## src/rtl/aesp_pkg.sv

```systemverilog
// ---------------------------------------------------------------------------
// aesp_pkg
// Shared constants, codes and control types of the escape sequence parser.
// ---------------------------------------------------------------------------
package aesp_pkg;

  localparam int MAX_PARAMS   = 5;
  localparam int MAX_DIGITS   = 4;
  localparam int MAX_SEQUENCE = 14;
  localparam int COORD_BITS   = 10;
  localparam int COORD_MAX    = (1 << COORD_BITS) - 1;

  localparam int ACC_W   = 14;
  localparam int ACC_MAX = 16383;

  localparam int PIDX_W = $clog2(MAX_PARAMS + 1);
  localparam int DCNT_W = $clog2(MAX_DIGITS + 1);
  localparam int SLEN_W = $clog2(MAX_SEQUENCE + 1);
  // wide enough for a coordinate plus a parameter without overflow
  localparam int EXT_W  = ((COORD_BITS > ACC_W) ? COORD_BITS : ACC_W) + 1;

  localparam int BYTE_W  = 8;
  localparam int COLOR_W = 3;
  localparam int ATTR_W  = 4;
  localparam int LW_W    = 11;
  localparam int OUT_COORD_W = 10;
  localparam int CFG_IDX_W   = 2;

  localparam logic [BYTE_W-1:0] CH_LF    = 8'h0A;
  localparam logic [BYTE_W-1:0] CH_ESC   = 8'h1B;
  localparam logic [BYTE_W-1:0] CH_SPACE = 8'h20;
  localparam logic [BYTE_W-1:0] CH_ZERO  = 8'h30;
  localparam logic [BYTE_W-1:0] CH_NINE  = 8'h39;
  localparam logic [BYTE_W-1:0] CH_UP_A  = 8'h41;
  localparam logic [BYTE_W-1:0] CH_UP_Z  = 8'h5A;
  localparam logic [BYTE_W-1:0] CH_LO_A  = 8'h61;
  localparam logic [BYTE_W-1:0] CH_LO_Z  = 8'h7A;

  // final letters
  localparam logic [BYTE_W-1:0] CH_SGR = 8'h6D;  // m
  localparam logic [BYTE_W-1:0] CH_CUP = 8'h48;  // H
  localparam logic [BYTE_W-1:0] CH_HVP = 8'h66;  // f
  localparam logic [BYTE_W-1:0] CH_CUU = 8'h41;  // A
  localparam logic [BYTE_W-1:0] CH_CUD = 8'h42;  // B
  localparam logic [BYTE_W-1:0] CH_CUF = 8'h43;  // C
  localparam logic [BYTE_W-1:0] CH_CUB = 8'h44;  // D
  localparam logic [BYTE_W-1:0] CH_SCP = 8'h73;  // s
  localparam logic [BYTE_W-1:0] CH_RCP = 8'h75;  // u
  localparam logic [BYTE_W-1:0] CH_ED  = 8'h4A;  // J
  localparam logic [BYTE_W-1:0] CH_EL  = 8'h4B;  // K

  // SGR codes
  localparam logic [ACC_W-1:0] SGR_RESET     = 14'd0;
  localparam logic [ACC_W-1:0] SGR_BOLD      = 14'd1;
  localparam logic [ACC_W-1:0] SGR_UNDERLINE = 14'd4;
  localparam logic [ACC_W-1:0] SGR_BLINK     = 14'd5;
  localparam logic [ACC_W-1:0] SGR_REVERSE   = 14'd7;
  localparam logic [ACC_W-1:0] SGR_FG_LO     = 14'd30;
  localparam logic [ACC_W-1:0] SGR_FG_HI     = 14'd37;
  localparam logic [ACC_W-1:0] SGR_BG_LO     = 14'd40;
  localparam logic [ACC_W-1:0] SGR_BG_HI     = 14'd47;
  localparam logic [ACC_W-1:0] ED_ALL        = 14'd2;

  localparam logic [COLOR_W-1:0] RST_FG   = 3'd7;
  localparam logic [COLOR_W-1:0] RST_BG   = 3'd0;
  localparam logic [ATTR_W-1:0]  RST_ATTR = 4'd0;
  localparam logic [LW_W-1:0]    RST_LW   = 11'd80;

  typedef enum logic {
    ST_TEXT,
    ST_SEQ
  } state_t;

  typedef enum logic [2:0] {
    OP_NONE,
    OP_LF,
    OP_BEGIN,
    OP_CHAR,
    OP_DIGIT,
    OP_CLOSE,
    OP_FINISH
  } op_t;

  typedef enum logic [1:0] {
    KIND_CHAR,
    KIND_CLEAR,
    KIND_ERASE
  } kind_t;

  typedef enum logic [CFG_IDX_W-1:0] {
    REG_START_FG,
    REG_START_BG,
    REG_START_ATTR,
    REG_LINE_WIDTH
  } cfg_reg_t;

  typedef struct packed {
    op_t  op;
    logic load_out;
  } dp_cmd_t;

  typedef struct packed {
    logic is_lf;
    logic is_esc;
    logic is_digit;
    logic is_letter;
    logic seq_full;
    logic fin_result;
  } dp_status_t;

endpackage

```

## src/rtl/aesp_ctrl.sv

```systemverilog
// ---------------------------------------------------------------------------
// aesp_ctrl
// Parser state machine: text or escape sequence, input and result handshake.
// ---------------------------------------------------------------------------
module aesp_ctrl (
  input  logic                clk,
  input  logic                rst_n,
  input  logic                in_valid,
  output logic                in_ready,
  output logic                out_valid,
  input  logic                out_ready,
  input  aesp_pkg::dp_status_t st,
  output aesp_pkg::dp_cmd_t    cmd
);

  aesp_pkg::state_t state_r, state_nxt;
  logic out_valid_r, out_valid_nxt;
  logic accept;

  assign in_ready  = !out_valid_r || out_ready;
  assign out_valid = out_valid_r;
  assign accept    = in_valid && in_ready;

  always_comb begin
    state_nxt = state_r;
    if (accept) begin
      if (st.is_lf) begin
        state_nxt = aesp_pkg::ST_TEXT;
      end else begin
        unique case (state_r)
          aesp_pkg::ST_TEXT: begin
            if (st.is_esc) state_nxt = aesp_pkg::ST_SEQ;
          end
          aesp_pkg::ST_SEQ: begin
            if (st.seq_full || st.is_letter) state_nxt = aesp_pkg::ST_TEXT;
          end
          default: state_nxt = aesp_pkg::ST_TEXT;
        endcase
      end
    end
  end

  always_comb begin
    cmd.op = aesp_pkg::OP_NONE;
    if (accept) begin
      if (st.is_lf) begin
        cmd.op = aesp_pkg::OP_LF;
      end else begin
        unique case (state_r)
          aesp_pkg::ST_TEXT: begin
            cmd.op = st.is_esc ? aesp_pkg::OP_BEGIN : aesp_pkg::OP_CHAR;
          end
          aesp_pkg::ST_SEQ: begin
            // overlong sequence: byte dropped
            if (st.seq_full)       cmd.op = aesp_pkg::OP_NONE;
            else if (st.is_digit)  cmd.op = aesp_pkg::OP_DIGIT;
            else if (st.is_letter) cmd.op = aesp_pkg::OP_FINISH;
            else                   cmd.op = aesp_pkg::OP_CLOSE;
          end
          default: cmd.op = aesp_pkg::OP_NONE;
        endcase
      end
    end
    cmd.load_out = (cmd.op == aesp_pkg::OP_CHAR) ||
                   ((cmd.op == aesp_pkg::OP_FINISH) && st.fin_result);
  end

  assign out_valid_nxt = cmd.load_out || (out_valid_r && !out_ready);

  always_ff @(posedge clk) begin
    if (!rst_n) begin
      state_r     <= aesp_pkg::ST_TEXT;
      out_valid_r <= 1'b0;
    end else begin
      state_r     <= state_nxt;
      out_valid_r <= out_valid_nxt;
    end
  end

endmodule

```

## src/rtl/aesp_dp.sv

```systemverilog
// ---------------------------------------------------------------------------
// aesp_dp
// Datapath: cursor, colors, parameter store, sequence actions, result register.
// ---------------------------------------------------------------------------
module aesp_dp (
  input  logic                                  clk,
  input  logic                                  rst_n,
  input  logic [aesp_pkg::BYTE_W-1:0]           in_byte,
  input  aesp_pkg::dp_cmd_t                     cmd,
  output aesp_pkg::dp_status_t                  st,
  input  logic                                  cfg_we,
  input  logic [aesp_pkg::CFG_IDX_W-1:0]        cfg_index,
  input  logic [aesp_pkg::LW_W-1:0]             cfg_data,
  output logic [1:0]                            out_kind,
  output logic [aesp_pkg::OUT_COORD_W-1:0]      out_row,
  output logic [aesp_pkg::OUT_COORD_W-1:0]      out_column,
  output logic [aesp_pkg::BYTE_W-1:0]           out_glyph,
  output logic [aesp_pkg::COLOR_W-1:0]          out_foreground,
  output logic [aesp_pkg::COLOR_W-1:0]          out_background,
  output logic                                  out_bold,
  output logic                                  out_underline,
  output logic                                  out_blink,
  output logic                                  out_reverse
);

  localparam int CB  = aesp_pkg::COORD_BITS;
  localparam int XW  = aesp_pkg::EXT_W;
  localparam int AW  = aesp_pkg::ACC_W;
  localparam int NP  = aesp_pkg::MAX_PARAMS;
  localparam int PW  = aesp_pkg::PIDX_W;
  localparam int CW  = aesp_pkg::COLOR_W;
  localparam int TW  = aesp_pkg::ATTR_W;

  typedef logic [CB-1:0] coord_t;
  typedef logic [AW-1:0] acc_t;

  function automatic coord_t sat_up(input logic [XW-1:0] v);
    if (v > XW'(aesp_pkg::COORD_MAX)) sat_up = CB'(aesp_pkg::COORD_MAX);
    else                              sat_up = v[CB-1:0];
  endfunction

  function automatic coord_t sat_down(input coord_t c, input acc_t d);
    if (XW'(d) > XW'(c)) sat_down = '0;
    else                 sat_down = c - CB'(d);
  endfunction

  // configuration
  logic [CW-1:0] sfg_r, sfg_nxt, sbg_r, sbg_nxt;
  logic [TW-1:0] sattr_r, sattr_nxt;
  logic [aesp_pkg::LW_W-1:0] lw_r, lw_nxt;

  // screen state
  coord_t row_r, row_nxt, col_r, col_nxt, srow_r, srow_nxt, scol_r, scol_nxt;
  logic [CW-1:0] fg_r, fg_nxt, bg_r, bg_nxt;
  logic [TW-1:0] attr_r, attr_nxt;

  // sequence state
  logic [aesp_pkg::SLEN_W-1:0] slen_r, slen_nxt;
  acc_t                        acc_r, acc_nxt;
  logic [aesp_pkg::DCNT_W-1:0] dcnt_r, dcnt_nxt;
  logic [PW-1:0]               pidx_r, pidx_nxt;
  logic [NP-1:0]               pvalid_r, pvalid_nxt;
  acc_t                        pval [NP];

  // result register
  aesp_pkg::kind_t kind_r;
  coord_t          orow_r, ocol_r;
  logic [aesp_pkg::BYTE_W-1:0] glyph_r;
  logic [CW-1:0]   ofg_r, obg_r;
  logic [TW-1:0]   oattr_r;

  // number closing and the parameter view it leaves
  logic          close_ok, store_en;
  logic [NP-1:0] hit, ev;
  acc_t          vv [NP];
  acc_t          p0;

  logic [AW+3:0] acc_ext, acc_sum;
  acc_t          acc_sat;

  // finish results
  coord_t          fin_row, fin_col, fin_srow, fin_scol;
  logic [CW-1:0]   fin_fg, fin_bg;
  logic [TW-1:0]   fin_attr;
  logic            fin_result;
  aesp_pkg::kind_t fin_kind;

  logic is_close;

  assign st.is_lf     = (in_byte == aesp_pkg::CH_LF);
  assign st.is_esc    = (in_byte == aesp_pkg::CH_ESC);
  assign st.is_digit  = (in_byte >= aesp_pkg::CH_ZERO) && (in_byte <= aesp_pkg::CH_NINE);
  assign st.is_letter = ((in_byte >= aesp_pkg::CH_UP_A) && (in_byte <= aesp_pkg::CH_UP_Z)) ||
                        ((in_byte >= aesp_pkg::CH_LO_A) && (in_byte <= aesp_pkg::CH_LO_Z));
  assign st.seq_full  = (slen_r >= aesp_pkg::SLEN_W'(aesp_pkg::MAX_SEQUENCE));
  assign st.fin_result = fin_result;

  assign close_ok = (dcnt_r != '0) && (pidx_r < PW'(NP));
  assign is_close = (cmd.op == aesp_pkg::OP_CLOSE) || (cmd.op == aesp_pkg::OP_FINISH);
  assign store_en = is_close && close_ok;

  always_comb begin
    for (int i = 0; i < NP; i++) begin
      hit[i] = close_ok && (pidx_r == PW'(i));
      ev[i]  = pvalid_r[i] || hit[i];
      vv[i]  = hit[i] ? acc_r : pval[i];
    end
    p0 = ev[0] ? vv[0] : '0;
  end

  // acc * 10 + digit, saturating
  always_comb begin
    acc_ext = (AW+4)'(acc_r);
    acc_sum = (acc_ext << 3) + (acc_ext << 1) + (AW+4)'(in_byte - aesp_pkg::CH_ZERO);
    acc_sat = (acc_sum > (AW+4)'(aesp_pkg::ACC_MAX)) ? AW'(aesp_pkg::ACC_MAX)
                                                     : acc_sum[AW-1:0];
  end

  // action of the final letter
  always_comb begin
    fin_row    = row_r;
    fin_col    = col_r;
    fin_srow   = srow_r;
    fin_scol   = scol_r;
    fin_fg     = fg_r;
    fin_bg     = bg_r;
    fin_attr   = attr_r;
    fin_result = 1'b0;
    fin_kind   = aesp_pkg::KIND_CHAR;
    case (in_byte) inside
      aesp_pkg::CH_SGR: begin
        // applied in parameter order, so a later reset wins
        for (int i = 0; i < NP; i++) begin
          if (ev[i]) begin
            if (vv[i] == aesp_pkg::SGR_RESET)          fin_attr = '0;
            else if (vv[i] == aesp_pkg::SGR_BOLD)      fin_attr = fin_attr | TW'(1);
            else if (vv[i] == aesp_pkg::SGR_UNDERLINE) fin_attr = fin_attr | TW'(2);
            else if (vv[i] == aesp_pkg::SGR_BLINK)     fin_attr = fin_attr | TW'(4);
            else if (vv[i] == aesp_pkg::SGR_REVERSE)   fin_attr = fin_attr | TW'(8);
            else if ((vv[i] >= aesp_pkg::SGR_FG_LO) && (vv[i] <= aesp_pkg::SGR_FG_HI))
              fin_fg = CW'(vv[i] - aesp_pkg::SGR_FG_LO);
            else if ((vv[i] >= aesp_pkg::SGR_BG_LO) && (vv[i] <= aesp_pkg::SGR_BG_HI))
              fin_bg = CW'(vv[i] - aesp_pkg::SGR_BG_LO);
          end
        end
      end
      aesp_pkg::CH_CUP, aesp_pkg::CH_HVP: begin
        if (ev[0]) fin_row = sat_up(XW'(vv[0]));
        if ((NP > 1) && ev[1 % NP]) fin_col = sat_up(XW'(vv[1 % NP]));
      end
      aesp_pkg::CH_CUU: begin
        if (ev[0]) fin_row = sat_down(row_r, p0);
      end
      aesp_pkg::CH_CUD: begin
        if (ev[0]) fin_row = sat_up(XW'(row_r) + XW'(p0));
      end
      aesp_pkg::CH_CUF: begin
        if (ev[0]) fin_col = sat_up(XW'(col_r) + XW'(p0));
      end
      aesp_pkg::CH_CUB: begin
        if (ev[0]) fin_col = sat_down(col_r, p0);
      end
      aesp_pkg::CH_SCP: begin
        fin_srow = row_r;
        fin_scol = col_r;
      end
      aesp_pkg::CH_RCP: begin
        fin_row = srow_r;
        fin_col = scol_r;
      end
      aesp_pkg::CH_ED: begin
        if (ev[0] && (vv[0] == aesp_pkg::ED_ALL)) begin
          fin_row    = '0;
          fin_col    = '0;
          fin_result = 1'b1;
          fin_kind   = aesp_pkg::KIND_CLEAR;
        end
      end
      aesp_pkg::CH_EL: begin
        if (32'(col_r) < 32'(lw_r)) begin
          fin_result = 1'b1;
          fin_kind   = aesp_pkg::KIND_ERASE;
        end
      end
      default: ;
    endcase
  end

  always_comb begin
    row_nxt    = row_r;
    col_nxt    = col_r;
    srow_nxt   = srow_r;
    scol_nxt   = scol_r;
    fg_nxt     = fg_r;
    bg_nxt     = bg_r;
    attr_nxt   = attr_r;
    slen_nxt   = slen_r;
    acc_nxt    = acc_r;
    dcnt_nxt   = dcnt_r;
    pidx_nxt   = pidx_r;
    pvalid_nxt = pvalid_r;
    sfg_nxt    = sfg_r;
    sbg_nxt    = sbg_r;
    sattr_nxt  = sattr_r;
    lw_nxt     = lw_r;

    case (cmd.op)
      aesp_pkg::OP_LF: begin
        row_nxt = sat_up(XW'(row_r) + XW'(1));
        col_nxt = '0;
      end
      aesp_pkg::OP_BEGIN: begin
        slen_nxt   = '0;
        acc_nxt    = '0;
        dcnt_nxt   = '0;
        pidx_nxt   = '0;
        pvalid_nxt = '0;
      end
      aesp_pkg::OP_CHAR: begin
        col_nxt = sat_up(XW'(col_r) + XW'(1));
      end
      aesp_pkg::OP_DIGIT: begin
        slen_nxt = slen_r + 1'b1;
        if (dcnt_r < aesp_pkg::DCNT_W'(aesp_pkg::MAX_DIGITS)) begin
          acc_nxt  = acc_sat;
          dcnt_nxt = dcnt_r + 1'b1;
        end
      end
      aesp_pkg::OP_CLOSE, aesp_pkg::OP_FINISH: begin
        slen_nxt = slen_r + 1'b1;
        acc_nxt  = '0;
        dcnt_nxt = '0;
        if (store_en) begin
          pidx_nxt   = pidx_r + 1'b1;
          pvalid_nxt = pvalid_r | hit;
        end
        if (cmd.op == aesp_pkg::OP_FINISH) begin
          row_nxt  = fin_row;
          col_nxt  = fin_col;
          srow_nxt = fin_srow;
          scol_nxt = fin_scol;
          fg_nxt   = fin_fg;
          bg_nxt   = fin_bg;
          attr_nxt = fin_attr;
        end
      end
      default: ;
    endcase

    // start values also restart the current ones
    if (cfg_we) begin
      unique case (aesp_pkg::cfg_reg_t'(cfg_index))
        aesp_pkg::REG_START_FG: begin
          sfg_nxt = cfg_data[CW-1:0];
          fg_nxt  = cfg_data[CW-1:0];
        end
        aesp_pkg::REG_START_BG: begin
          sbg_nxt = cfg_data[CW-1:0];
          bg_nxt  = cfg_data[CW-1:0];
        end
        aesp_pkg::REG_START_ATTR: begin
          sattr_nxt = cfg_data[TW-1:0];
          attr_nxt  = cfg_data[TW-1:0];
        end
        aesp_pkg::REG_LINE_WIDTH: begin
          lw_nxt = cfg_data;
        end
        default: ;
      endcase
    end
  end

  always_ff @(posedge clk) begin
    if (!rst_n) begin
      sfg_r    <= aesp_pkg::RST_FG;
      sbg_r    <= aesp_pkg::RST_BG;
      sattr_r  <= aesp_pkg::RST_ATTR;
      lw_r     <= aesp_pkg::RST_LW;
      row_r    <= '0;
      col_r    <= '0;
      srow_r   <= '0;
      scol_r   <= '0;
      fg_r     <= aesp_pkg::RST_FG;
      bg_r     <= aesp_pkg::RST_BG;
      attr_r   <= aesp_pkg::RST_ATTR;
      slen_r   <= '0;
      acc_r    <= '0;
      dcnt_r   <= '0;
      pidx_r   <= '0;
      pvalid_r <= '0;
    end else begin
      sfg_r    <= sfg_nxt;
      sbg_r    <= sbg_nxt;
      sattr_r  <= sattr_nxt;
      lw_r     <= lw_nxt;
      row_r    <= row_nxt;
      col_r    <= col_nxt;
      srow_r   <= srow_nxt;
      scol_r   <= scol_nxt;
      fg_r     <= fg_nxt;
      bg_r     <= bg_nxt;
      attr_r   <= attr_nxt;
      slen_r   <= slen_nxt;
      acc_r    <= acc_nxt;
      dcnt_r   <= dcnt_nxt;
      pidx_r   <= pidx_nxt;
      pvalid_r <= pvalid_nxt;
    end
  end

  // parameter store, no reset: read only where its valid bit is set
  always_ff @(posedge clk) begin
    for (int i = 0; i < NP; i++) begin
      if (store_en && hit[i]) pval[i] <= acc_r;
    end
  end

  // result register
  always_ff @(posedge clk) begin
    if (cmd.load_out) begin
      if (cmd.op == aesp_pkg::OP_CHAR) begin
        kind_r  <= aesp_pkg::KIND_CHAR;
        orow_r  <= row_r;
        ocol_r  <= col_r;
        glyph_r <= in_byte;
        ofg_r   <= fg_r;
        obg_r   <= bg_r;
        oattr_r <= attr_r;
      end else if (fin_kind == aesp_pkg::KIND_CLEAR) begin
        kind_r  <= aesp_pkg::KIND_CLEAR;
        orow_r  <= '0;
        ocol_r  <= '0;
        glyph_r <= aesp_pkg::CH_SPACE;
        ofg_r   <= fg_r;
        obg_r   <= bg_r;
        oattr_r <= attr_r;
      end else begin
        kind_r  <= aesp_pkg::KIND_ERASE;
        orow_r  <= row_r;
        ocol_r  <= col_r;
        glyph_r <= aesp_pkg::CH_SPACE;
        ofg_r   <= sfg_r;
        obg_r   <= sbg_r;
        oattr_r <= sattr_r;
      end
    end
  end

  assign out_kind       = kind_r;
  assign out_row        = aesp_pkg::OUT_COORD_W'(orow_r);
  assign out_column     = aesp_pkg::OUT_COORD_W'(ocol_r);
  assign out_glyph      = glyph_r;
  assign out_foreground = ofg_r;
  assign out_background = obg_r;
  assign out_bold       = oattr_r[0];
  assign out_underline  = oattr_r[1];
  assign out_blink      = oattr_r[2];
  assign out_reverse    = oattr_r[3];

endmodule

```

## src/rtl/ansi_escape_screen_parser.sv

```systemverilog
// ---------------------------------------------------------------------------
// ansi_escape_screen_parser
// Text byte stream to screen writes, with CSI cursor, color and erase codes.
// ---------------------------------------------------------------------------
// channel  direction  handshake              payload
// in_      input      in_valid / in_ready    in_input_byte
// out_     output     out_valid / out_ready  kind, row, column, glyph, colors, attrs
// cfg_     input      cfg_valid / cfg_ready  cfg_index, cfg_data
//
// One item per cycle: each byte is decoded and acted on in the cycle it is
// accepted, and any result lands in the output register at that edge.
// in_ready drops only while a result sits in the output register and
// out_ready is low. cfg_ready is always high.
// Synchronous reset restores the start colors, attributes and line width.
// ---------------------------------------------------------------------------
module ansi_escape_screen_parser (
  input  logic                                  clk,
  input  logic                                  rst_n,

  input  logic                                  in_valid,
  output logic                                  in_ready,
  input  logic [aesp_pkg::BYTE_W-1:0]           in_input_byte,

  output logic                                  out_valid,
  input  logic                                  out_ready,
  output logic [1:0]                            out_kind,
  output logic [aesp_pkg::OUT_COORD_W-1:0]      out_row,
  output logic [aesp_pkg::OUT_COORD_W-1:0]      out_column,
  output logic [aesp_pkg::BYTE_W-1:0]           out_glyph,
  output logic [aesp_pkg::COLOR_W-1:0]          out_foreground,
  output logic [aesp_pkg::COLOR_W-1:0]          out_background,
  output logic                                  out_bold,
  output logic                                  out_underline,
  output logic                                  out_blink,
  output logic                                  out_reverse,

  input  logic                                  cfg_valid,
  output logic                                  cfg_ready,
  input  logic [aesp_pkg::CFG_IDX_W-1:0]        cfg_index,
  input  logic [aesp_pkg::LW_W-1:0]             cfg_data
);

  aesp_pkg::dp_cmd_t    cmd;
  aesp_pkg::dp_status_t st;

  assign cfg_ready = 1'b1;

  aesp_ctrl u_ctrl (
    .clk       (clk),
    .rst_n     (rst_n),
    .in_valid  (in_valid),
    .in_ready  (in_ready),
    .out_valid (out_valid),
    .out_ready (out_ready),
    .st        (st),
    .cmd       (cmd)
  );

  aesp_dp u_dp (
    .clk            (clk),
    .rst_n          (rst_n),
    .in_byte        (in_input_byte),
    .cmd            (cmd),
    .st             (st),
    .cfg_we         (cfg_valid && cfg_ready),
    .cfg_index      (cfg_index),
    .cfg_data       (cfg_data),
    .out_kind       (out_kind),
    .out_row        (out_row),
    .out_column     (out_column),
    .out_glyph      (out_glyph),
    .out_foreground (out_foreground),
    .out_background (out_background),
    .out_bold       (out_bold),
    .out_underline  (out_underline),
    .out_blink      (out_blink),
    .out_reverse    (out_reverse)
  );

endmodule

```

## config.mk

```make
export PLATFORM = sky130hd
export DESIGN_NAME = ansi_escape_screen_parser
export DESIGN_NICKNAME = d
export VERILOG_FILES = /design/src/rtl/aesp_pkg.sv /design/src/rtl/aesp_ctrl.sv /design/src/rtl/aesp_dp.sv /design/src/rtl/ansi_escape_screen_parser.sv
export SDC_FILE = /design/constraint.sdc
export NUM_CORES = 1
export LEC_CHECK = 0
export CELL_PAD_IN_SITES_DETAIL_PLACEMENT = 1
export CELL_PAD_IN_SITES_GLOBAL_PLACEMENT = 1
export CORE_ASPECT_RATIO = 0.75
export CORE_UTILIZATION = 45
export DETAILED_ROUTE_END_ITERATION = 6
export DONT_BUFFER_PORTS = 1
export GPL_TIMING_DRIVEN = 0
export PLACE_DENSITY_LB_ADDON = 0.25
export SLEW_MARGIN = 0
export SYNTH_ARGS = -nofsm -noshare
export SYNTH_HDL_FRONTEND = slang
export SYNTH_SLANG_ARGS = --single-unit
```

## constraint.sdc

```tcl
create_clock -name clk -period 8.8 [get_ports clk]
set_input_delay 1.32 -clock clk [delete_from_list [all_inputs] [get_ports clk]]
set_output_delay 1.32 -clock clk [all_outputs]
set_load 0.01 [all_outputs]
```

After elaboration in Yosys (flattened, before gate mapping)
Memories as Yosys holds them, arrays and structs flattened.
Index checks and enable logic that the tools add are counted.
- flip-flop bits (word level): 142
- latch bits: 0
- RAM bits: 70
- ROM bits: 0
- output and inout port bits: 43
- memories: 1
- add/subtract/negate cells: 22
- multipliers: 0
- divide/modulo/power cells: 0
- $lt $le $gt $ge: 39
- eq/ne operators: 68
- shift-type cells: 0
- multiplexer cells: 243
- bitwise gates (word level): 8
- reduce and logical (&&, ||, !) cells: 72
- memories (memory ; depth ; bits a word ; rd ports ; clocked after Yosys merged registers in ; write ports ; RTL line ; RTL):
    u_dp.pval ; 5 ; 14 ; 5 ; 0 ; 1 ; aesp_dp.sv:63 ; acc_t pval [NP];
- operators with widths (cell ; number):
    $mux W10 ; 38
    $mux W3 ; 101
    $eq A14 B3 Y1 const B ; 15
    $mux W14 ; 12
    $mux W4 ; 38
    $le A14 B6 Y1 const B ; 10
    $eq A8 B7 Y1 const B ; 11
    $eq A14 B1 Y1 const B ; 5
    $ge A14 B5 Y1 const B ; 5
    $ge A14 B6 Y1 const B ; 5
    $logic_not A14 Y1 ; 5
    $gt A15 B10 Y1 const B ; 4
    $reduce_or A14 Y1 ; 4
    $mux W1 ; 31
    $add A10 B14 Y15 ; 2
    $pmux W10 S3 ; 1
    $logic_and A1 B1 Y1 ; 29
    $gt A14 B10 Y1 ; 2
    $gt A14 B10 Y1 const B ; 2
    $pmux W14 S2 ; 1
    $mux W2 ; 13
    $ne A6 B2 Y1 const B ; 4
    $add A10 B1 Y11 const B ; 2
    $reduce_and A11 Y1 ; 2
    48 further kinds ; 110

Longest topological paths before layout
Gate-level depths: netlist of the first run.
- word-level depth: 52
- gate-level depth with buffers: 21

Cells and area by module
Synthesis of the first run repeated with hierarchy kept, for this count alone.
- cells, all modules: 1785
- area, all modules: 15138.3 sq um
- modules (own cells, without submodules) (module ; times used ; cells each ; area an instance (sq um)):
    aesp_dp ; 1 ; 1758 ; 14946.8
    aesp_ctrl ; 1 ; 25 ; 180.2
    ansi_escape_screen_parser ; 1 ; 2 ; 11.3

Worst setup path after synthesis of the first run
Ideal clock, no wire load.
- path kind: input to register
- from: input port in_input_byte[4] (netlist name)
- to: register u_dp.acc_r[4]
- setup time: 0.070 ns
- arrival time: 4.794 ns
- required time: 8.730 ns
- path slack: 3.936 ns
- stages: 14
- path buffers: 2
- cell sequence: ha_1 nor3_1 fa_1 ha_1 clkbuf_1 a21oi_1 nand2_1 o21ai_0 nand3b_1 o2111a_1 o211ai_1 clkbuf_1 nor3_1 o2bb2ai_1
- word-level cells in the longest chain between the ends: 13
- elaborated cells on any way between the ends: 33
- RTL lines (element ; RTL line ; RTL):
    from (decl) ; ansi_escape_screen_parser.sv:22 ; input logic [aesp_pkg::BYTE_W-1:0] in_input_byte,
    parallel branches: the longest is 13 deep, another holds $add A18 B18 Y18 ; n/a ;
    to (signal assigned) ; aesp_dp.sv:304 ; acc_r <= acc_nxt;
    to (decl) ; aesp_dp.sv:59 ; acc_t acc_r, acc_nxt;
Parallel ways; which one is timed is not known. The select of a mux whose other input is x is not followed.
A chain may end at the register's enable or synchronous reset.

Worst setup path in the final report of the first run
- from: register u_dp.dcnt_r[0] (netlist name)
- to: register u_dp.row_r[8]
- word-level cells in the longest chain between the ends: 15
- elaborated cells on any way between the ends: 30
- RTL lines (element ; RTL line ; RTL):
    from (decl) ; aesp_dp.sv:60 ; logic [aesp_pkg::DCNT_W-1:0] dcnt_r, dcnt_nxt;
    from (signal assigned) ; aesp_dp.sv:305 ; dcnt_r <= dcnt_nxt;
    $reduce_bool A3 Y1 * ; aesp_dp.sv:98 ; assign close_ok = (dcnt_r != '0) && (pidx_r < PW'(NP));
    $logic_and A1 B1 Y1 * ; aesp_dp.sv:98 ;
    $logic_and A1 B1 Y1 * ; aesp_dp.sv:104 ; hit[i] = close_ok && (pidx_r == PW'(i));
    $mux W14 or $logic_or A1 B1 Y1 (tied branches) ; aesp_dp.sv:106, aesp_dp.sv:105 ;
    $mux W14 ; aesp_dp.sv:108 ; p0 = ev[0] ? vv[0] : '0;
    $add A10 B14 Y15 ; aesp_dp.sv:155 ; if (ev[0]) fin_row = sat_up(XW'(row_r) + XW'(p0));
    $gt A15 B10 Y1 ; aesp_dp.sv:38 ; if (v > XW'(aesp_pkg::COORD_MAX)) sat_up = CB'(aesp_pkg::COORD_MAX);
    $mux W10 ; aesp_dp.sv:38 ;
    $mux W10 ; aesp_dp.sv:155 ;
    $mux W10 (4 in a row) ; aesp_dp.sv:130 ; case (in_byte) inside
    $mux W10 ; aesp_dp.sv:237 ; if (cmd.op == aesp_pkg::OP_FINISH) begin
    $pmux W10 S2 ; aesp_dp.sv:207 ; case (cmd.op)
    to (signal assigned) ; aesp_dp.sv:296 ; row_r <= row_nxt;
    to (decl) ; aesp_dp.sv:53 ; coord_t row_r, row_nxt, col_r, col_nxt, srow_r, srow_nxt, scol_r, scol_nxt;
Mark *: on every way between the ends. The rest lies on a longest branch, timed or not. The select of a mux whose other input is x is not followed.

==> results of run 1 <==
-- power breakdown --
group	total [mW]	leakage [nW]	switching (mW)	internal, mW
logic	0.223	4.29	0.145	0.0779
registers	1.08	1.91	0.0277	1.06
clock network	1.14	0.429	0.470	0.674
total	2.45	6.63	0.643	1.81
-- through the flow --
step                      utilization [%]  hold slack [ns]  power, mW
after global routing                 50.6            0.474       2.51
after global placement               47.9            0.431       1.31
after detailed placement             48.1            0.443       1.32
after floorplan                         -            0.420       1.25
after CTS                            50.6            0.456       2.45
final                                50.6            0.453       2.45
-- registers in the layout, indices dropped and copies added (netlist names), 4 cells and up --
name,flops
u_dp.acc_r,14
u_dp.attr_r,4
u_dp.col_r,10
u_dp.lw_r,11
u_dp.oattr_r,4
u_dp.out_column,10
u_dp.out_glyph,8
u_dp.out_row,10
u_dp.pval,70
u_dp.pvalid_r,5
u_dp.row_r,10
u_dp.sattr_r,4
u_dp.scol_r,10
u_dp.slen_r,4
u_dp.srow_r,10
-- kinds of logic after synthesis --
kind of cell / count (synthesis) / synth area share, %
other: 1 / 0.0230
flip-flops: 212 / 32.8
AO/OA/AOI/OAI: 574 / 24.3
multiplexers: 41 / 2.70
XOR/XNOR: 44 / 2.36
buffers and inverters: 211 / 5.68
AND/OR/NAND/NOR: 684 / 21.6
adder cells (fa/ha/maj): 128 / 10.6
-- layout make-up --
cell class	instances	area, um^2	area share [%]
inverters	120	450	2.53
repair buffers	3	42.5	0.239
diodes	1	2.50	0.0140
multi-input cells	1472	10100	56.4
flip-flops and latches	212	5350	30.0
plain buffers	91	477	2.68
well taps	457	572	3.21
clock inverters	16	194	1.09
clock buffers	29	682	3.83
-- layer usage --
layer	vias to the layer above	share of wire, %	global-route usage (%)	routed length [um]
li1	7109	-	-	-
met1	8081	46	49.4	29400
met3	126	11	10.2	7150
met5	-	0	0	0
met2	834	41	48.9	26300
met4	0	2.7	9.84	1780
-- final timing paths --
path	cells past startpoint	end
worst min register to register	1	u_dp.sfg_r[2]
worst min-delay path	1	u_dp.sfg_r[2]
worst max-delay path	19	u_dp.row_r[8]
worst max register to register	19	u_dp.row_r[8]
-- worst max-delay path, cell delays in order, from the launching register on --
cell	delay, ns
dfxtp_1	0.33
inv_1	0.07
ha_1	0.17
nor2b_1	0.37
buf_2	0.33
buf_4	0.27
buf_2	0.33
nor3_1	0.11
a21oi_1	0.69
inv_1	0.35
ha_1	0.36
clkbuf_1	0.23
o21bai_1	0.37
a211oi_1	0.16
o31ai_1	0.54
a211oi_1	0.18
a211oi_2	0.80
a31oi_1	0.18
a2111oi_0	0.51
o32ai_1	0.16
-- placed cells by master (no fill, tap or decap), drive strengths merged, types with 14 or more instances in the layout --
cell type / Yosys / routed
nand3: 62 / 62
mux2i: 17 / 17
a211oi: 30 / 30
or2: 15 / 15
inv: 119 / 121
buf: 31 / 34
nand3b: 17 / 17
nand2b: 28 / 28
a21oi: 154 / 154
mux2: 24 / 24
dfxtp: 102 / 102
edfxtp: 110 / 110
a31oi: 32 / 32
or3: 15 / 15
xnor2: 30 / 30
nand4: 23 / 23
nor4: 31 / 31
a21o: 17 / 17
o211ai: 31 / 31
clkbuf: 59 / 88
xor2: 14 / 14
nor2b: 21 / 21
ha: 111 / 111
o2bb2ai: 16 / 16
o31ai: 17 / 17
nand2: 147 / 147
nor2: 187 / 187
o21ai: 108 / 108
a311oi: 16 / 16
nor3: 62 / 62
fa: 17 / 17
and2: 17 / 17
and3: 18 / 18
==> metrics.log, run 1 <==
[metrics] number of buffers on the longest clock path: 3
[metrics] Crit Path Category: register to register
[metrics] worst setup path startpoint: u_dp.dcnt_r[0]
[metrics] horizontal extent of the die: 222 um
[metrics] number of antenna violations at the first check in global routing: 2
[metrics] area delta synth->final: 9.26%
[metrics] HPWL after detailed placement: 49500 um
[metrics] Pwr per Cell Area: 138 mW/mm^2
[metrics] postcts setup bufs: 0
[metrics] drt initial violations: 1808
[metrics] Post-Syn Instances: 1895
[metrics] post-synthesis sequential area ratio: 32.8%
[metrics] commonest cells in the netlist: nor2_1 (184), a21oi_1 (153), nand2_1 (146), inv_1 (118), ha_1 (111)
[metrics] clock sink count: 212
[metrics] Final period util: 75.7%
[metrics] RSZ-0062 raised after global routing: no
[metrics] maximum level of the CTS H-tree: 1
[metrics] Core Footprint: 0.0352 mm^2
[metrics] Clk pin slew, worst setup/hold paths: 0.07 ns
[metrics] most used standard cell by instance count after synthesis: nor2_1
[metrics] Total Routing Usage GR: 34.2%
[metrics] setup total negative slack: 0 ns
[metrics] arrival time reported for the critical path endpoint: 7.09 ns
[metrics] final count of pins violating max slew: 0
[metrics] WL/cell: 26.9 um
[metrics] class of the tightest hold or removal check: register to register
[metrics] worst hold path startpoint: u_dp.sfg_r[2]
[metrics] final non-filler cell area: 0.0178 mm^2
[metrics] Post-Route Skew: 0.0234 ns
[metrics] Initial Util: 46.3%
[metrics] area enclosed by the die boundary: 0.0370 mm^2
[metrics] sort of element at the start of the critical path: register
[metrics] status: finished clean
[metrics] number of flops mapped to enable cells by yosys: 110
[metrics] Placed Area: 0.0169 mm^2
[metrics] maximum number of pins on one net before global-route repair: 36
[metrics] share of the synthesized area in the top cell type: 20.3%
[metrics] number of distinct library cells after synthesis: 120
[metrics] minimum setup slack among reg-to-reg paths: 2.14 ns
[metrics] total of max-cap violations: 0
[metrics] number of top-level pins: 69
[metrics] Finished Layout Cells: 2401
[metrics] Synth Warn #: 0
[metrics] via count of the first global-routing pass: 16000
[metrics] final setup fails: 0
[metrics] final-report hold violation count: 0
[metrics] Die Span Y: 167 um
[metrics] leakage power total: 6.63 nW
[metrics] number of gates given a new drive strength after cts: 0
[metrics] post-detailed-route DRC marker count: 0
[metrics] post-synth top area cell: edfxtp_1
[metrics] post-synthesis net count: 2049
[metrics] endpoint required time on the critical path: 9.23 ns
[metrics] Crit. End Element: register
[metrics] maximum fanout along the worst path: 10
[metrics] area of the mapped netlist: 0.0163 mm^2
[metrics] synthesized area per cell: 8.61 um^2
[metrics] Avg Vias per Cell: 6.73
[metrics] # nets final: 2079
[metrics] Hold Buf Count CTS: 0
[metrics] filler instances: 4154
[metrics] ys flop type: edfxtp_1
[metrics] Clock Root Buffer: clkbuf_16
[metrics] Fmax achieved: 0.150 GHz
[metrics] routability congestion estimate from global placement: 1.02
[metrics] number of antenna-violating nets in the routed design: 0
[metrics] port buffer count: 0
[metrics] transition time at the pin with the least slew margin: 1.46 ns
[metrics] setup slack at placement: 2.45 ns
[metrics] clock tree from TritonCTS: yes
[metrics] critical register-to-register path startpoint: u_dp.dcnt_r[0]
[metrics] routed wire length: 64600 um
[metrics] number of CTS-inserted buffers: 25
[metrics] maximum vdd ir drop: 0.126 mV
[metrics] detailed-routing iteration count for the pre-antenna-repair pass: 7
[metrics] flip-flop and latch count after synthesis: 212
[metrics] worst-skew pair later-pin latency: 0.56 ns
[metrics] wire length of the first global-routing pass: 97300 um
[metrics] grt ovf: 0
[metrics] layout cells sized above 1: 9.21%
[metrics] worst path setup slack after routing: 2.14 ns
[metrics] std cell rows: 59
[metrics] Tmin final: 6.66 ns
[metrics] vias post-DR: 16200
[metrics] cell count after placement: 2355
[metrics] Max-Slew Margin vs Limit: 1.97%
[metrics] cell types with the largest area share after synthesis: edfxtp_1 (20%), dfxtp_1 (13%), ha_1 (8.5%), a21oi_1 (4.7%), nor2_1 (4.2%)
[metrics] share of flip-flops with an asynchronous set or reset after synthesis: 0%
Note: power is estimated with default switching activity, not from simulation.
==> run 2, diff against run 1 <==
--- a/config.mk
+++ b/config.mk
@@ -5,10 +5,11 @@
 export SDC_FILE = /design/constraint.sdc
 export NUM_CORES = 1
 export LEC_CHECK = 0
+export ABC_AREA = 1
 export CELL_PAD_IN_SITES_DETAIL_PLACEMENT = 1
 export CELL_PAD_IN_SITES_GLOBAL_PLACEMENT = 1
 export CORE_ASPECT_RATIO = 0.75
-export CORE_UTILIZATION = 45
+export CORE_UTILIZATION = 43
 export DETAILED_ROUTE_END_ITERATION = 6
 export DONT_BUFFER_PORTS = 1
 export GPL_TIMING_DRIVEN = 0
==> constraint.sdc (replaced) <==
create_clock -name clk -period 5.45 [get_ports clk]
set_input_delay 0.8175 -clock clk [delete_from_list [all_inputs] [get_ports clk]]
set_output_delay 0.8175 -clock clk [all_outputs]
set_load 0.01 [all_outputs]
==> run 2 against run 1 <==
Hold slack lost 0.048 ns. Register-to-register slack lost 1.8 ns. Sequential power grew 63%. Fmax grew 31%. Synthesized cell count grew 17%.
==> metrics.log, run 2 <==
[metrics] post-detailed-route DRC marker count: 0
[metrics] class of the tightest hold or removal check: input pin to register
[metrics] endpoint required time on the critical path: 5.89 ns
[metrics] via count of the first global-routing pass: 15800
[metrics] register bank with the most flops: u_dp.pval
[metrics] # nets final: 2407
[metrics] post-synth top area cell: edfxtp_1
[metrics] share of the synthesized area in the top cell type: 20.7%
[metrics] area enclosed by the die boundary: 0.0379 mm^2
[metrics] transition time at the pin with the least slew margin: 1.23 ns
[metrics] ys flop type: edfxtp_1
[metrics] cell types with the largest area share after synthesis: edfxtp_1 (21%), dfxtp_1 (13%), nand2_1 (12%), ha_1 (8.7%), inv_1 (6.2%)
[metrics] Tmin final: 5.08 ns
[metrics] number of top-level pins: 69
[metrics] Pwr per Cell Area: 236 mW/mm^2
[metrics] maximum vdd ir drop: 0.190 mV
[metrics] Post-Syn Instances: 2221
[metrics] std cell rows: 60
[metrics] number of distinct library cells after synthesis: 56
[metrics] post-synthesis net count: 2375
[metrics] most used standard cell by instance count after synthesis: nand2_1
[metrics] number of antenna violations at the first check in global routing: 4
[metrics] Post-Route Skew: 0.0164 ns
[metrics] layout cells sized above 1: 7.97%
[metrics] Largest register FFs: 70
[metrics] setup total negative slack: 0 ns
[metrics] maximum number of pins on one net before global-route repair: 22
[metrics] synthesized area per cell: 7.19 um^2
[metrics] clock sink count: 212
[metrics] detailed-routing iteration count for the pre-antenna-repair pass: 5
[metrics] Initial Util: 44.1%
[metrics] number of flops mapped to enable cells by yosys: 110
[metrics] critical path's slowest cell: nor2_1
[metrics] vias post-DR: 15900
[metrics] grt ovf: 0
[metrics] Fmax achieved: 0.197 GHz
[metrics] final-report hold violation count: 0
[metrics] HPWL after detailed placement: 46700 um
[metrics] registers with the most flip-flops: u_dp.pval: 70 flops, u_dp.acc_r: 14 flops, u_dp.lw_r: 11 flops
[metrics] status: finished clean
[metrics] flip-flop and latch count after synthesis: 212
[metrics] Crit Path Category: register to register
[metrics] minimum setup slack among reg-to-reg paths: 0.37 ns
[metrics] maximum fanout along the worst path: 10
[metrics] Crit. End Element: register
[metrics] area of the mapped netlist: 0.0160 mm^2
[metrics] Die Span Y: 169 um
[metrics] wire length of the first global-routing pass: 92100 um
[metrics] port buffer count: 0
[metrics] routability congestion estimate from global placement: 0.964
[metrics] most used cells in the layout excluding fill and tap cells: nand2_1 (522), inv_1 (263), nor2_1 (202)
[metrics] routed wire length: 59900 um
[metrics] cell type group with the largest total delay on the critical path: simple AND/OR/NAND/NOR gates
[metrics] clock tree from TritonCTS: yes
[metrics] maximum level of the CTS H-tree: 1
[metrics] number of buffers on the longest clock path: 3
[metrics] total of max-cap violations: 0
[metrics] post-synthesis sequential area ratio: 33.5%
[metrics] Tot Pwr: 4.14 mW
[metrics] commonest cells in the netlist: nand2_1 (524), inv_1 (264), nor2_1 (206), a21oi_1 (161), o21ai_0 (145)
[metrics] worst-skew pair later-pin latency: 0.55 ns
[metrics] arrival time reported for the critical path endpoint: 5.52 ns
[metrics] RSZ-0062 raised after global routing: no
[metrics] Max-Slew Margin vs Limit: 17.5%
[metrics] Synth Warn #: 0
[metrics] Total Routing Usage GR: 31.6%
[metrics] share of flip-flops with an asynchronous set or reset after synthesis: 0%
[metrics] Core Footprint: 0.0362 mm^2
[metrics] area delta synth->final: 9.76%
[metrics] most common library cell in the layout ignoring fill and taps: nand2_1
[metrics] Avg Vias per Cell: 5.74
[metrics] final non-filler cell area: 0.0175 mm^2
[metrics] antenna fix cells: 0
[metrics] leakage power total: 7.81 nW
[metrics] horizontal extent of the die: 225 um
[metrics] number of antenna-violating nets in the routed design: 0
[metrics] final count of pins violating max slew: 0
[metrics] final setup fails: 0
[metrics] drt initial violations: 1332
[metrics] Worst path max stage delay: 0.53 ns
[metrics] worst hold slack across all endpoints: 0.405 ns
[metrics] number of CTS-inserted buffers: 25
[metrics] Final period util: 93.2%
[metrics] Clock Root Buffer: clkbuf_16
[metrics] buffering stage count on the worst path with inverters included: 7
[metrics] Clk pin slew, worst setup/hold paths: 0.07 ns
[metrics] WL/cell: 21.7 um
[metrics] sort of element at the start of the critical path: register
[metrics] Placed Area: 0.0166 mm^2
==> run 2: cell count changes in the layout (fill, tap and decap cells not counted), moves of 25 or more <==
cell,previous run,this run
o211ai_1,30,5
nand3_1,59,137
o21ai_0,104,145
nand4_1,23,68
nand2b_1,28,0
inv_1,118,263
o21ai_1,4,42
clkbuf_1,54,28
nor3_1,59,31
nand2_1,145,522
xor2_1,14,43
==> run 2: path summary, 6_finish.rpt <==
check,start,endpoint,cells after the start
worst max-delay path,u_dp.pidx_r[0],u_dp.col_r[2],25
worst min-delay path,cfg_data[6],u_dp.lw_r[6],2
worst max register to register,u_dp.pidx_r[0],u_dp.col_r[2],25
worst min register to register,u_dp.scol_r[9],u_dp.scol_r[9],2
==> run 2: worst reg2reg max path, stage by stage (launching register included) <==
cell      delay, ns
dfxtp_1        0.40
inv_1          0.11
ha_1           0.23
inv_1          0.10
nor2_4         0.05
nand2_4        0.13
buf_6          0.16
nand2_1        0.06
nand2_1        0.23
inv_1          0.13
nor2_1         0.53
ha_1           0.36
clkbuf_1       0.20
inv_1          0.22
nand4_1        0.18
o311ai_1       0.48
nand2_1        0.09
inv_1          0.09
nand2_1        0.06
xor2_1         0.15
nor2_1         0.15
nand2_1        0.25
o21ai_0        0.29
a21oi_1        0.14
nor2_1         0.13
nor2_1         0.05
==> run 2: repair_timing <==
| item | in CTS | in global routing |
|---|---|---|
| gates resized for setup | 1 | 10 |
| setup endpoints to repair | 6 | 20 |
| buffers inserted | 0 | 3 |
| hold buffers | 0 | 0 |
==> run 2: layout make-up <==
cell class / instances / area, um^2
Multi-Input combinational cell: 1651 / 9220
Clock inverter: 16 / 164
Clock buffer: 29 / 693
Buffer: 61 / 313
Tap cell: 496 / 621
Fill cell: 4679 / 18700
Inverter: 297 / 1120
Sequential cell: 212 / 5350
Timing Repair Buffer: 5 / 50.0
==> run 2: kinds of logic after synthesis <==
group | share of synthesized area (%)
flops | 33.5
buf+inv | 8.93
simple gates | 28.6
xor+xnor | 3.02
fa+ha+maj | 10.8
compound gates | 15.1
other cells | 0.0235
==> run 2: routing by layer <==
layer	track usage (%)	routed length [um]	vias to the layer above
met1	46.0	28400	7795
met2	47.1	25200	563
met4	6.95	1160	4
met5	1.29	78	-
li1	-	-	7447
met3	7.31	5150	86
==> run 2: where the power goes <==
group / total (mW) / internal [mW] / switching [mW] / leakage (nW)
Sequential: 1.76 / 1.71 / 0.0456 / 1.78
Clock: 1.79 / 1.02 / 0.768 / 0.418
Combinational: 0.589 / 0.174 / 0.415 / 5.62
==> run 2: metrics by stage <==
| step | util, % | setup WS, ns | cells |
|---|---|---|---|
| 4_1_cts | 48.3 | 0.0572 | 2763 |
| 2_1_floorplan | - | 1.28 | 2221 |
| 3_3_place_gp | 45.8 | 0.0850 | 2717 |
| 5_1_grt | 48.4 | 0.00858 | 2767 |
| 6_report | 48.4 | 0.373 | 2767 |
| 3_5_place_dp | 45.9 | 0.00694 | 2718 |
